**src/hdl/lpwm_pkg.sv**
```systemverilog
// Shared types and constants of the LED PWM mode controller.
package lpwm_pkg;

   localparam int CMD_W      = 3;
   localparam int LEVEL_W    = 8;
   localparam int CMP_W      = 9;
   localparam int MODE_W     = 3;
   localparam int PCT_W      = 7;
   localparam int TICK_W     = 8;
   localparam int CFG_W      = 8;
   localparam int CSR_ADDR_W = 1;
   localparam int POS_MAX_W  = 4;

   // command codes
   localparam logic [CMD_W-1:0] CMD_TICK         = 3'd0;
   localparam logic [CMD_W-1:0] CMD_SET_BRIGHT   = 3'd1;
   localparam logic [CMD_W-1:0] CMD_ON           = 3'd2;
   localparam logic [CMD_W-1:0] CMD_OFF          = 3'd3;
   localparam logic [CMD_W-1:0] CMD_BREATHE_ON   = 3'd4;
   localparam logic [CMD_W-1:0] CMD_BREATHE_OFF  = 3'd5;
   localparam logic [CMD_W-1:0] CMD_FLASH_ON     = 3'd6;
   localparam logic [CMD_W-1:0] CMD_FLASH_OFF    = 3'd7;

   // mode codes as reported on the result channel
   localparam logic [MODE_W-1:0] MODE_OFF   = 3'd0;
   localparam logic [MODE_W-1:0] MODE_ON    = 3'd1;
   localparam logic [MODE_W-1:0] MODE_UP    = 3'd2;
   localparam logic [MODE_W-1:0] MODE_DOWN  = 3'd3;
   localparam logic [MODE_W-1:0] MODE_FLASH = 3'd4;

   // register indexes
   localparam logic [CSR_ADDR_W-1:0] CSR_FLASH_INTERVAL = 1'd0;
   localparam logic [CSR_ADDR_W-1:0] CSR_FLASH_PATTERN  = 1'd1;

   localparam logic [CMP_W-1:0]   COMPARE_DARK   = 9'd500;
   localparam logic [CMP_W-1:0]   COMPARE_FULL   = 9'd0;
   localparam logic [CMP_W-1:0]   RAMP_STEP      = 9'd5;
   localparam logic [TICK_W-1:0]  BREATHE_TICKS  = 8'd20;
   localparam logic [TICK_W-1:0]  TICK_MAX       = 8'd255;
   localparam logic [LEVEL_W-1:0] BRIGHT_MAX     = 8'd100;
   localparam logic [CFG_W-1:0]   INTERVAL_RESET = 8'd200;
   localparam logic [CFG_W-1:0]   PATTERN_RESET  = 8'd85;

   typedef struct packed {
      logic [CFG_W-1:0] flash_interval_ms;
      logic [CFG_W-1:0] flash_pattern;
   } cfg_type;

   typedef struct packed {
      logic [CMP_W-1:0]  pwm_compare;
      logic [MODE_W-1:0] mode_now;
   } result_type;

endpackage

```
**src/hdl/lpwm_core.sv**
```systemverilog
// Mode state registers and next-state logic of the LED PWM mode controller.
module lpwm_core #(
   parameter int PATTERN_LEN = 8
) (
   input  logic                          clock,
   input  logic                          reset,
   input  logic                          in_accept,
   input  logic [lpwm_pkg::CMD_W-1:0]    in_command,
   input  logic [lpwm_pkg::LEVEL_W-1:0]  in_level_request,
   input  lpwm_pkg::cfg_type             cfg,
   output lpwm_pkg::result_type          result
);
   import lpwm_pkg::*;

   localparam int POS_W = (PATTERN_LEN > 1) ? $clog2(PATTERN_LEN) : 1;
   localparam logic [POS_W-1:0] POS_LAST = POS_W'(PATTERN_LEN - 1);

   logic [MODE_W-1:0] mode_ff, mode_in;
   logic [MODE_W-1:0] saved_mode_ff, saved_mode_in;
   logic [PCT_W-1:0]  bright_ff, bright_in;
   logic [PCT_W-1:0]  saved_bright_ff, saved_bright_in;
   logic [CMP_W-1:0]  ramp_ff, ramp_in;
   logic [TICK_W-1:0] elapsed_ff, elapsed_in;
   logic [POS_W-1:0]  pos_ff, pos_in;
   logic [CMP_W-1:0]  compare_ff, compare_in;

   logic              breathing;
   logic [TICK_W-1:0] tick_count;
   logic [CMP_W:0]    ramp_sum;
   logic [LEVEL_W-1:0] level_clamped;

   // 500 - 5*pct, pct never above 100
   function automatic logic [CMP_W-1:0] level_cmp(input logic [PCT_W-1:0] pct);
      logic [CMP_W:0] times5;
      times5 = {1'b0, pct, 2'b00} + {3'b000, pct};
      return CMP_W'({1'b0, COMPARE_DARK} - times5);
   endfunction

   // positions past bit 7 read dark
   function automatic logic [CMP_W-1:0] pattern_cmp(input logic [CFG_W-1:0] pat,
                                                    input logic [POS_W-1:0] pos);
      logic [POS_MAX_W-1:0] pos_wide;
      pos_wide = POS_MAX_W'(pos);
      if (pos_wide < POS_MAX_W'(CFG_W) && pat[pos_wide[2:0]])
         return COMPARE_FULL;
      return COMPARE_DARK;
   endfunction

   assign breathing     = (mode_ff == MODE_UP) || (mode_ff == MODE_DOWN);
   assign tick_count    = (elapsed_ff == TICK_MAX) ? elapsed_ff : elapsed_ff + 8'd1;
   assign ramp_sum      = {1'b0, ramp_ff} + {1'b0, RAMP_STEP};
   assign level_clamped = (in_level_request > BRIGHT_MAX) ? BRIGHT_MAX : in_level_request;

   always_comb begin
      mode_in         = mode_ff;
      saved_mode_in   = saved_mode_ff;
      bright_in       = bright_ff;
      saved_bright_in = saved_bright_ff;
      ramp_in         = ramp_ff;
      elapsed_in      = elapsed_ff;
      pos_in          = pos_ff;
      compare_in      = compare_ff;
      case (in_command)
         CMD_TICK: begin
            if (breathing) begin
               elapsed_in = tick_count;
               if (tick_count >= BREATHE_TICKS) begin
                  elapsed_in = '0;
                  if (mode_ff == MODE_DOWN) begin
                     if (ramp_ff != '0)
                        ramp_in = (ramp_ff >= RAMP_STEP) ? ramp_ff - RAMP_STEP : '0;
                     else
                        mode_in = MODE_UP;
                  end else begin
                     if (ramp_ff < COMPARE_DARK)
                        ramp_in = (ramp_sum > {1'b0, COMPARE_DARK}) ? COMPARE_DARK
                                                                     : ramp_sum[CMP_W-1:0];
                     else
                        mode_in = MODE_DOWN;
                  end
                  compare_in = ramp_in;
               end
            end else if (mode_ff == MODE_FLASH) begin
               elapsed_in = tick_count;
               if (tick_count >= cfg.flash_interval_ms) begin
                  elapsed_in = '0;
                  pos_in     = (pos_ff == POS_LAST) ? '0 : pos_ff + POS_W'(1);
                  compare_in = pattern_cmp(cfg.flash_pattern, pos_in);
               end
            end
         end
         CMD_SET_BRIGHT: begin
            bright_in = level_clamped[PCT_W-1:0];
            if (mode_ff == MODE_ON)
               compare_in = level_cmp(bright_in);
         end
         CMD_ON: begin
            if (mode_ff == MODE_OFF) begin
               mode_in    = MODE_ON;
               compare_in = level_cmp(bright_ff);
            end
         end
         CMD_OFF: begin
            mode_in    = MODE_OFF;
            compare_in = COMPARE_DARK;
         end
         CMD_BREATHE_ON: begin
            if (!breathing) begin
               saved_bright_in = bright_ff;
               saved_mode_in   = mode_ff;
            end
            mode_in    = MODE_DOWN;
            ramp_in    = COMPARE_DARK;
            elapsed_in = '0;
         end
         CMD_BREATHE_OFF, CMD_FLASH_OFF: begin
            if ((in_command == CMD_BREATHE_OFF && breathing) ||
                (in_command == CMD_FLASH_OFF && mode_ff == MODE_FLASH)) begin
               bright_in = saved_bright_ff;
               if (saved_mode_ff == MODE_ON) begin
                  mode_in    = MODE_ON;
                  compare_in = level_cmp(saved_bright_ff);
               end else begin
                  mode_in    = MODE_OFF;
                  compare_in = COMPARE_DARK;
               end
            end
         end
         CMD_FLASH_ON: begin
            if (mode_ff != MODE_FLASH) begin
               saved_bright_in = bright_ff;
               saved_mode_in   = mode_ff;
            end
            pos_in     = '0;
            elapsed_in = '0;
            compare_in = pattern_cmp(cfg.flash_pattern, '0);
            mode_in    = MODE_FLASH;
         end
         default: begin
         end
      endcase
   end

   always_ff @(posedge clock) begin
      if (reset) begin
         mode_ff         <= MODE_OFF;
         saved_mode_ff   <= MODE_OFF;
         bright_ff       <= '0;
         saved_bright_ff <= '0;
         ramp_ff         <= COMPARE_DARK;
         elapsed_ff      <= '0;
         pos_ff          <= '0;
         compare_ff      <= COMPARE_DARK;
      end else if (in_accept) begin
         mode_ff         <= mode_in;
         saved_mode_ff   <= saved_mode_in;
         bright_ff       <= bright_in;
         saved_bright_ff <= saved_bright_in;
         ramp_ff         <= ramp_in;
         elapsed_ff      <= elapsed_in;
         pos_ff          <= pos_in;
         compare_ff      <= compare_in;
      end
   end

   assign result.pwm_compare = compare_in;
   assign result.mode_now    = mode_in;

endmodule

```
**src/hdl/led_pwm_mode_controller.sv**
```systemverilog
// Top level of the LED PWM mode controller: handshake, skid stage and registers.
// Each accepted request's result is registered in the result register or the skid entry.
// Throughput: one transaction per cycle while req_stall is low; the mode state updates
//   in a single pass of next-state logic, and a two-entry output (result register plus
//   skid) accepts one more request while the result side stalls.
// Reset (synchronous, active high): mode off, compare 500, interval 200, pattern 85,
//   no result pending.
module led_pwm_mode_controller #(
   parameter int PATTERN_LEN = 8
) (
   input  logic                            clock,
   input  logic                            reset,
   // request channel
   input  logic                            req_valid,
   output logic                            req_stall,
   input  logic [lpwm_pkg::CMD_W-1:0]      req_command,
   input  logic [lpwm_pkg::LEVEL_W-1:0]    req_level_request,
   // result channel
   output logic                            rsp_valid,
   input  logic                            rsp_stall,
   output logic [lpwm_pkg::CMP_W-1:0]      rsp_pwm_compare,
   output logic [lpwm_pkg::MODE_W-1:0]     rsp_mode_now,
   // register write port
   input  logic                            csr_we,
   input  logic [lpwm_pkg::CSR_ADDR_W-1:0] csr_index,
   input  logic [lpwm_pkg::CFG_W-1:0]      csr_wdata
);
   import lpwm_pkg::*;

   cfg_type    cfg_ff;
   result_type next_result;
   result_type out_ff;
   result_type skid_ff;
   logic       out_valid_ff;
   logic       skid_valid_ff;
   logic       req_accept;
   logic       rsp_take;

   // The skid entry is only filled when the result register is held, so the
   // request side stalls purely on a registered flag.
   assign req_stall  = skid_valid_ff;
   assign req_accept = req_valid && !req_stall;
   assign rsp_take   = out_valid_ff && !rsp_stall;

   // configuration registers; the user must write them only while idle, the block does not enforce it
   always_ff @(posedge clock) begin
      if (reset) begin
         cfg_ff.flash_interval_ms <= INTERVAL_RESET;
         cfg_ff.flash_pattern     <= PATTERN_RESET;
      end else if (csr_we) begin
         case (csr_index)
            CSR_FLASH_INTERVAL: cfg_ff.flash_interval_ms <= csr_wdata;
            CSR_FLASH_PATTERN:  cfg_ff.flash_pattern     <= csr_wdata;
            default: begin
            end
         endcase
      end
   end

   // mode state and its next value for the request being accepted
   lpwm_core #(
      .PATTERN_LEN(PATTERN_LEN)
   ) u_core (
      .clock            (clock),
      .reset            (reset),
      .in_accept        (req_accept),
      .in_command       (req_command),
      .in_level_request (req_level_request),
      .cfg              (cfg_ff),
      .result           (next_result)
   );

   // result register with one skid entry behind it
   always_ff @(posedge clock) begin
      if (reset) begin
         out_valid_ff  <= 1'b0;
         skid_valid_ff <= 1'b0;
      end else begin
         if (skid_valid_ff) begin
            if (rsp_take) begin
               out_valid_ff  <= 1'b1;
               skid_valid_ff <= 1'b0;
            end
         end else if (req_accept) begin
            if (!out_valid_ff || rsp_take)
               out_valid_ff <= 1'b1;
            else
               skid_valid_ff <= 1'b1;
         end else if (rsp_take) begin
            out_valid_ff <= 1'b0;
         end
      end
   end

   always_ff @(posedge clock) begin
      if (skid_valid_ff) begin
         if (rsp_take)
            out_ff <= skid_ff;
      end else if (req_accept) begin
         if (!out_valid_ff || rsp_take)
            out_ff <= next_result;
         else
            skid_ff <= next_result;
      end
   end

   assign rsp_valid       = out_valid_ff;
   assign rsp_pwm_compare = out_ff.pwm_compare;
   assign rsp_mode_now    = out_ff.mode_now;

   // a skid entry only exists behind a held result
   a_skid_behind_out: assert property (@(posedge clock) disable iff (reset)
      skid_valid_ff |-> out_valid_ff)
      else $error("skid entry without a result in the output register");

   // a transaction accepted against a stalled result must land in the skid entry
   a_skid_fill: assert property (@(posedge clock) disable iff (reset)
      (req_accept && out_valid_ff && rsp_stall) |=> skid_valid_ff)
      else $error("transaction accepted under stall was not captured");

   // off mode always drives the lamp dark
   a_off_dark: assert property (@(posedge clock) disable iff (reset)
      (rsp_valid && rsp_mode_now == MODE_OFF) |-> (rsp_pwm_compare == COMPARE_DARK))
      else $error("off mode with a compare value other than dark");

   // a taken result with no skid and no new transaction leaves the output empty
   a_drain: assert property (@(posedge clock) disable iff (reset)
      (rsp_take && !skid_valid_ff && !req_accept) |=> !rsp_valid)
      else $error("result repeated after it was taken");

endmodule
```
**config.mk**
```make
export PLATFORM = sky130hd
export DESIGN_NAME = led_pwm_mode_controller
export DESIGN_NICKNAME = d
export VERILOG_FILES = /design/src/hdl/lpwm_pkg.sv /design/src/hdl/lpwm_core.sv /design/src/hdl/led_pwm_mode_controller.sv
export SDC_FILE = /design/constraint.sdc
export NUM_CORES = 1
export LEC_CHECK = 0
export BUFFER_PORTS_ARGS = -buffer_cell sky130_fd_sc_hd__buf_2
export CAP_MARGIN = 20
export CORE_UTILIZATION = 55
export CTS_CLUSTER_SIZE = 12
export DETAILED_ROUTE_END_ITERATION = 10
export HOLD_SLACK_MARGIN = 0.02
export PLACE_DENSITY_LB_ADDON = 0.05
export SKIP_LAST_GASP = 1
export SLEW_MARGIN = 30
export SYNTH_ARGS = -nofsm -noshare
export SYNTH_HDL_FRONTEND = slang
export SYNTH_SLANG_ARGS = --single-unit
```
**constraint.sdc**
```tcl
create_clock -name clock -period 7 [get_ports clock]
set_input_delay 1.4 -clock clock [delete_from_list [all_inputs] [get_ports clock]]
set_output_delay 1.4 -clock clock [all_outputs]
set_load 0.05 [all_outputs]
```
* After elaboration in Yosys (flattened, before gate mapping)
Cells that the tools add are included.
** Storage, ports and cells
- Input bits :: 25
- Word-level logic and storage cells :: 167
- Register bits :: 91
- Output and inout bits :: 14
** Operators by class
- Equality and inequality tests :: 26
- Reduce and logical (&&, ||, !) cells :: 33
- Multiplexer cells :: 72
- Bitwise gates (word level) :: 3
- $add $sub $neg :: 10
- Magnitude comparators :: 7
** Operators with widths (count)
- 9-bit two-way mux :: 19
- 9-bit one-hot mux with 6 select lines :: 1
- 12-bit two-way mux :: 4
- 8-bit two-way mux :: 5
- 3-bit two-way mux :: 13
- 7-bit two-way mux :: 4
- 7-bit one-hot mux with 2 select lines :: 2
- 9-bit by 7-bit adder with 9-bit output :: 3
- 9-bit subtractor (first input constant) :: 3
- 3-bit equality test (second input constant) :: 6
- 1-bit two-way mux :: 18
- 3-bit one-hot mux with 6 select lines :: 1
- 9-bit one-hot mux with 2 select lines :: 1
- 8-bit one-hot mux with 2 select lines :: 1
- 2-bit nonzero test :: 8
- 3-bit AND reduction :: 5
- 2-bit by 1-bit inequality test with 1-bit output (second input constant) :: 7
- 3-bit by 2-bit equality test with 1-bit output (second input constant) :: 4
- 3-bit one-hot mux with 2 select lines :: 2
- 9-bit by 3-bit adder with 10-bit output (second input constant) :: 1
- 10-bit by 9-bit > comparator with 1-bit output (second input constant) :: 1
- 3-bit by 1-bit equality test with 1-bit output (second input constant) :: 3
- 9-bit by 3-bit >= comparator with 1-bit output (second input constant) :: 1
- 9-bit less-than comparator (second input constant) :: 1
- other kinds (23) :: 37

* Longest topological paths before layout
Gate-level depths: netlist of the first run.
- Depth after elaboration :: 17
- Gate-level depth with buffers :: 15

* Modules after synthesis
Synthesis of the first run repeated with hierarchy kept, for this count alone.
** Unflattened totals
- Cells, all modules :: 823
- Area total of the unflattened synthesis :: 6792.8 sq um
** Modules (own cells, without submodules)
- lpwm_core :: seq. area each 980.9 sq um, area an instance 5158.7 sq um, cells an instance 705, times used 1
- led_pwm_mode_controller :: seq. area each 1081.0 sq um, area an instance 1634.1 sq um, cells an instance 118, times used 1

* Worst setup path before layout of the first run
No wires, ideal clock.
- Kind :: input to register
- Start :: input port req_level_request[5] (netlist bit)
- End :: register out_ff, in the netlist rsp_pwm_compare[5], data pin
- Arrival :: 4.048 ns
- Required time :: 6.740 ns
- Path slack :: 2.692 ns
- Buffers on the path :: 0
- Stages on the path :: 12
- Setup time :: 0.260 ns
- Cells stage by stage :: a21oi_1 -> a21o_1 -> nand2_1 -> ha_1 -> ha_1 -> a21oi_1 -> nor2b_1 -> a211o_1 -> xnor2_1 -> o22ai_1 -> or4b_4 -> mux2_2
** RTL lines
- start: declaration :: line led_pwm_mode_controller.sv:17 : input logic [lpwm_pkg::LEVEL_W-1:0] req_level_request,
- end signal: assignment :: line led_pwm_mode_controller.sv:98 : out_ff <= skid_ff;
- end signal: assignment :: line led_pwm_mode_controller.sv:101 : out_ff <= next_result;
- end: declaration :: line led_pwm_mode_controller.sv:32 : result_type out_ff;

==> results of run 1 <==
## routing by layer
| layer | vias to the layer above | GRT usage | wire length, um |
|---|---|---|---|
| met4 | 0 | 0.110 | 379 |
| met1 | 2926 | 0.404 | 8520 |
| met5 | - | 0 | 0 |
| met3 | 31 | 0.0470 | 1090 |
| met2 | 206 | 0.469 | 8220 |
| li1 | 3031 | - | - |
## metrics by stage
step	utilization	hold slack [ns]	instances	instance area, um^2
2_1_floorplan	-	0.430	828	6710
3_3_place_gp	0.593	0.442	966	6920
3_5_place_dp	0.594	0.451	966	6920
4_1_cts	0.621	0.460	982	7240
5_1_grt	0.621	0.484	982	7240
6_report	0.621	0.459	982	7240
## area by class of cell
| class | instances | area (um^2) | share of cell area |
|---|---|---|---|
| Sequential cell | 91 | 2060 | 0.285 |
| Clock inverter | 4 | 58.8 | 0.00812 |
| Inverter | 47 | 176 | 0.0244 |
| Timing Repair Buffer | 43 | 228 | 0.0315 |
| Tap cell | 143 | 179 | 0.0247 |
| Multi-Input combinational cell | 642 | 4280 | 0.591 |
| Clock buffer | 12 | 256 | 0.0354 |
## cells by family after synthesis
kind of cell,Yosys count
AND/OR/NAND/NOR,306
AO/OA/AOI/OAI,229
buffers and inverters,95
flip-flops,91
adder cells (fa/ha/maj),49
multiplexers,33
XOR/XNOR,25
## worst max-delay path, stage by stage
cell	delay [ns]
buf_2	0.13
a21oi_1	0.35
a21o_1	0.24
nand2_1	0.15
ha_1	0.30
ha_1	0.38
a21oi_1	0.21
nor2b_1	0.07
a211o_1	0.29
mux2i_1	0.17
o22ai_1	0.10
nor4_1	0.35
nand2_1	0.13
mux2_2	0.28
## sequential cells by signal, indices dropped and copies added, names as in the netlist
name and count:
skid_ff 12, req_stall 1, u_core.compare_ff 9, rsp_pwm_compare 9, u_core.ramp_ff 9, u_core.saved_bright_ff 7, rsp_valid 1, rsp_mode_now 3
u_core.bright_ff 7, u_core.pos_ff 3, u_core.saved_mode_ff 3, cfg_ff 16, u_core.elapsed_ff 8, u_core.mode_ff 3
## path summary, 6_finish.rpt
path | from | to | slack, ns | cells after the start
max | req_level_request[5] | rsp_pwm_compare[6]$_DFFE_PP_ | 2.54 | 14
min | cfg_ff[10]$_SDFFE_PP0P_ | cfg_ff[10]$_SDFFE_PP0P_ | 0.46 | 2
max reg2reg | u_core.elapsed_ff[0]$_SDFFE_PP0P_ | rsp_pwm_compare[2]$_DFFE_PP_ | 2.58 | 14
min reg2reg | cfg_ff[10]$_SDFFE_PP0P_ | cfg_ff[10]$_SDFFE_PP0P_ | 0.46 | 2
## layout by cell type, fill, tap and decap left out, types with 15 or more instances in the layout
master / netlist / layout
xnor2_1: 15 / 15
mux2i_1: 19 / 19
nor3_1: 17 / 17
a21oi_1: 63 / 62
buf_2: 7 / 38
nand2b_1: 15 / 15
nand3_1: 23 / 23
dfxtp_1: 67 / 67
edfxtp_1: 24 / 24
nand2_1: 82 / 82
o21ai_0: 39 / 39
nor2b_1: 18 / 18
nor2_1: 91 / 91
inv_1: 47 / 47
ha_1: 49 / 49
## report_power, final
part / internal [mW] / switching [mW] / leakage (nW) / total (mW)
registers: 0.570 / 0.0218 / 0.773 / 0.591
clock network: 0.300 / 0.208 / 0.155 / 0.508
logic: 0.103 / 0.181 / 1.91 / 0.284
==> impl_metrics.ini, run 1 <==
[status]
outcome = finished, final reports clean

[synthesis]
yosysSeqAreaShare = 0.307
netlist_area_um2 = 6710
synthArstFlopShare = 0
ys_ff_latch = 91
synthMuxAreaShare = 0.0568
yosysMostFrequentCell = nor2_1
synth-xor-area-share = 0.0326
syn_area_per_cell_um2 = 8.11
yosys.area_share.simple = 0.224
synth_top_family_by_area = compound AO/OA/AOI/OAI gates
synth_fp_nets = 902
ys_warn_count = 0
synth_common_cells = nor2_1, nand2_1, dfxtp_1
synth_edf_count = 24
synth_compound_area_frac = 0.232
yosysTopAreaCell = dfxtp_1
synth_flop_cell = dfxtp_1
synth.distinct_cells = 79
postSynthCellCount = 828
synth.area.top_cells = dfxtp_1, edfxtp_1, ha_1
netlist.area_leader.share = 0.200
synthAdderAreaFrac = 0.0913

[sta]
worst_slew_pin_slew_ns = 0.873
final.min_clock_period_ns = 4.46
setup_viol = 0
maxSlewHeadroom = 0.412
fin_ws_ns = 2.54
fmax_mhz = 224
finClkSkew_ns = 0.0111
fin_crit_sh = 0.637
rsz0062_at_grt = no
hold_viol = 0
slew_viol_final = 0
fin_tns_setup_ns = 0

[layout]
fill_cells = 1008
syn_to_final_growth_pct = 7.83
diodes = 0
layout-drive-gt1-share = 0.110
nets = 908

[die]
die_y_um = 112
coreArea_um2 = 11700
dieWidth_um = 112
rows = 39
io_pins = 39
die-area_um2 = 12700
start_util = 0.576

[global_routing]
track_usage = 0.295
grt_start_max_net_pins = 71
grt_pass1_vias = 5727
grt_antenna_before_repair = 0
overflow = 0
grt_pass1_wl_um = 29300

[pwr]
power.leakage_nw = 2.84
p_per_area_nw_per_um2 = 191
vdd.ir_drop.worst_mv = 0.157
total_power_mw = 1.38

[route]
drcViolationCount = 0
antenna_left = 0
vias_per_cell = 6.31
totalWireLength_um = 18200
drt_iter0_drc = 614
via_count = 6194
drtPass1Iterations = 5
wl_per_cell_um = 18.5

[setup_path]
startpoint_type = input port
endpoint_kind = flip-flop
crit_arrival_ns = 4.55
crit_required_ns = 7.09
worstSetupPathType = in2reg
crit_fanout = 6

[place]
dp_hpwl_um = 13800
gp_congestion = 0.983
dpl_worst_slack_ns = 2.24
portBuffers = 38

[clock_tree]
cts.sinks = 91
cts_setup_buffers = 0
clkTransAtPathRegs_ns = 0.07
numCtsBuffers = 9
htreeDepth = 3
clockBufferDepth = 2
root_buffer = clkbuf_16
ctsResizeCount = 0
cts_tree = done
holdBufCountCts = 0
clock_latency_ns = 0.35

[min_path]
min_path_type = reg2reg

[job]
maxCapViolCount = 0
No activity file was read; power rests on OpenSTA's default activity.
==> run 2: changes to the inputs <==
ABC_AREA = 1   (was not set)
clock period = 3.63 ns   (was 7 ns; I/O delays follow)
==> impl_metrics.ini, run 2 <==
[die]
io_pins = 39
die_y_um = 112
coreArea_um2 = 11600
die-area_um2 = 12600
start_util = 0.574
rows = 39
dieWidth_um = 112

[setup_path]
regToRegEndpoint = rsp_pwm_compare[5]$_DFFE_PP_
startpoint_type = flip-flop
startpoint = u_core.elapsed_ff[0]$_SDFFE_PP0P_
crit_path_frequent_cell = nand2_1
worstSetupPathType = reg2reg
crit_required_ns = 3.74
crit_arrival_ns = 3.34
cp_num_buf_inv = 1
endpoint_kind = flip-flop
crit_fanout = 8
rrSetupSlack_ns = 0.40
cp_slowest_cell = dfxtp_1
r2r_cells = 17
crit_family = simple AND/OR/NAND/NOR gates
crit_chain = ha_1 > nand2_1 > inv_1 > nand4_4 > mux2_2 > ha_1 > a21oi_1 > o21ai_0 > nand2_1 > nand3_1 > nand2_1 > nor2_1 > nor3_2 > nand2_1 > nand3b_4 > nand2_1 > nand2_1
cp_slowest_stage_delay_ns = 0.40
r2r-start = u_core.elapsed_ff[0]$_SDFFE_PP0P_

[job]
maxCapViolCount = 0

[global_routing]
grt_pass1_wl_um = 28700
track_usage = 0.287
grt_start_max_net_pins = 37
overflow = 0
grt_antenna_before_repair = 0
grt_pass1_vias = 5828

[min_path]
whs_path_depth = 2
hold_end = u_core.saved_mode_ff[1]$_SDFFE_PP0P_
min_path_type = reg2reg
hp-start = u_core.saved_mode_ff[1]$_SDFFE_PP0P_

[place]
portBuffers = 38
gp_congestion = 0.928
dp_hpwl_um = 13200
dp_cells = 1160

[route]
totalWireLength_um = 17400
drcViolationCount = 1
drt_iter0_drc = 577
via_count = 6470
antenna_left = 0
vias_per_cell = 5.50
wl_per_cell_um = 14.8
drtPass1Iterations = 11

[layout]
layout-drive-gt1-share = 0.0968
fin_cells = 1176
final_util = 0.634
largest_reg_flops = 16
syn_to_final_growth_pct = 10.3
top_register = cfg_ff
layout_commonest_cell = nand2_1
final_cell_mix = nand2_1, inv_1, a21oi_1
diodes = 0
top_regs = cfg_ff: 16 flops, skid_ff: 12 flops
nets = 1102

[sta]
rsz0062_at_grt = no
finClkSkew_ns = 0.0148
fin_tns_setup_ns = 0
slew_viol_final = 0
fin_crit_sh = 0.891
maxSlewHeadroom = 0.525
hold_viol = 0
worst_slew_pin_slew_ns = 0.709
setup_viol = 0
fmax_mhz = 309
final.min_clock_period_ns = 3.23

[synthesis]
ys_warn_count = 0
synth_flop_cell = dfxtp_1
synth.distinct_cells = 45
netlist.area_leader.share = 0.201
syn_area_per_cell_um2 = 6.75
postSynthCellCount = 988
yosysMostFrequentCell = nand2_1
synth_fp_nets = 1062
yosysTopAreaCell = dfxtp_1
ys_ff_latch = 91
synth_common_cells = nand2_1, inv_1, a21oi_1
synthArstFlopShare = 0
netlist_area_um2 = 6670
synth_edf_count = 24
synth.area.top_cells = dfxtp_1, nand2_1, edfxtp_1
yosysSeqAreaShare = 0.309

[clock_tree]
cts_tree = done
ctsResizeCount = 0
holdBufCountCts = 0
root_buffer = clkbuf_16
clock_latency_ns = 0.36
clockBufferDepth = 2
clkTransAtPathRegs_ns = 0.07
cts_setup_buffers = 0
cts.sinks = 91
numCtsBuffers = 9
htreeDepth = 3

[pwr]
vdd.ir_drop.worst_mv = 0.364
p_per_area_nw_per_um2 = 397
total_power_mw = 2.92
power.leakage_nw = 3.56

[status]
outcome = finished, violations left
violations = design-rule violations
run 2: cell types whose count changed after synthesis, sizes merged, moves of 19 or more:
cell | before | now
a21oi | 63 | 97
clkbuf | 38 | 14
inv | 47 | 154
mux2i | 20 | 1
nand2 | 82 | 258
nand3 | 23 | 73
nor2 | 91 | 70
o21ai | 41 | 87
run 2: metal layers:
| layer | wire (um) | GRT usage | vias to the layer above |
|---|---|---|---|
| met5 | 0 | 0 | - |
| met4 | 395 | 0.0969 | 0 |
| met3 | 1080 | 0.0329 | 37 |
| met2 | 7890 | 0.470 | 213 |
| met1 | 8010 | 0.395 | 2879 |
| li1 | - | - | 3341 |
run 2: cells by family after synthesis:
kind of cell / count (synthesis) / share of synthesized area
flip-flops: 91 / 0.309
AND/OR/NAND/NOR: 442 / 0.299
multiplexers: 2 / 0.00319
adder cells (fa/ha/maj): 49 / 0.0919
buffers and inverters: 174 / 0.100
AO/OA/AOI/OAI: 212 / 0.173
XOR/XNOR: 18 / 0.0236
run 2: cell type report:
class | instances | area [um^2]
Clock buffer | 10 | 229
Clock inverter | 6 | 97.6
Fill cell | 1090 | 4260
Inverter | 154 | 578
Multi-Input combinational cell | 723 | 3940
Sequential cell | 91 | 2060
Tap cell | 143 | 179
Timing Repair Buffer | 49 | 273
run 2: where the power goes:
part,internal (mW),switching (mW)
clock network,0.616,0.439
registers,1.11,0.0517
logic,0.224,0.480
run 2: metrics by stage:
step | area [um^2] | hold slack [ns] | setup WS [ns]
after floorplan | 6670 | 0.424 | 0.564
after global placement | 7030 | 0.441 | 0.255
after detailed placement | 7030 | 0.442 | 0.200
after CTS | 7360 | 0.451 | 0.414
after global routing | 7360 | 0.480 | 0.0932
final | 7360 | 0.449 | 0.395
run 2: how the worst max path moves through the flow:
stage | endpoint | slack, ns | cells after the start
floorplan | rsp_pwm_compare[7]$_DFFE_PP_ | 0.56 | 19
global placement | rsp_pwm_compare[7]$_DFFE_PP_ | 0.25 | 20
detailed placement | rsp_pwm_compare[7]$_DFFE_PP_ | 0.20 | 20
CTS | rsp_pwm_compare[5]$_DFFE_PP_ | 0.41 | 17
global route | rsp_pwm_compare[5]$_DFFE_PP_ | 0.09 | 18
finish | rsp_pwm_compare[5]$_DFFE_PP_ | 0.40 | 17
run 2: worst min-delay path: stages, from the launching register on:
cell,delay (ns)
dfxtp_1,0.31
inv_1,0.05
a21oi_1,0.05
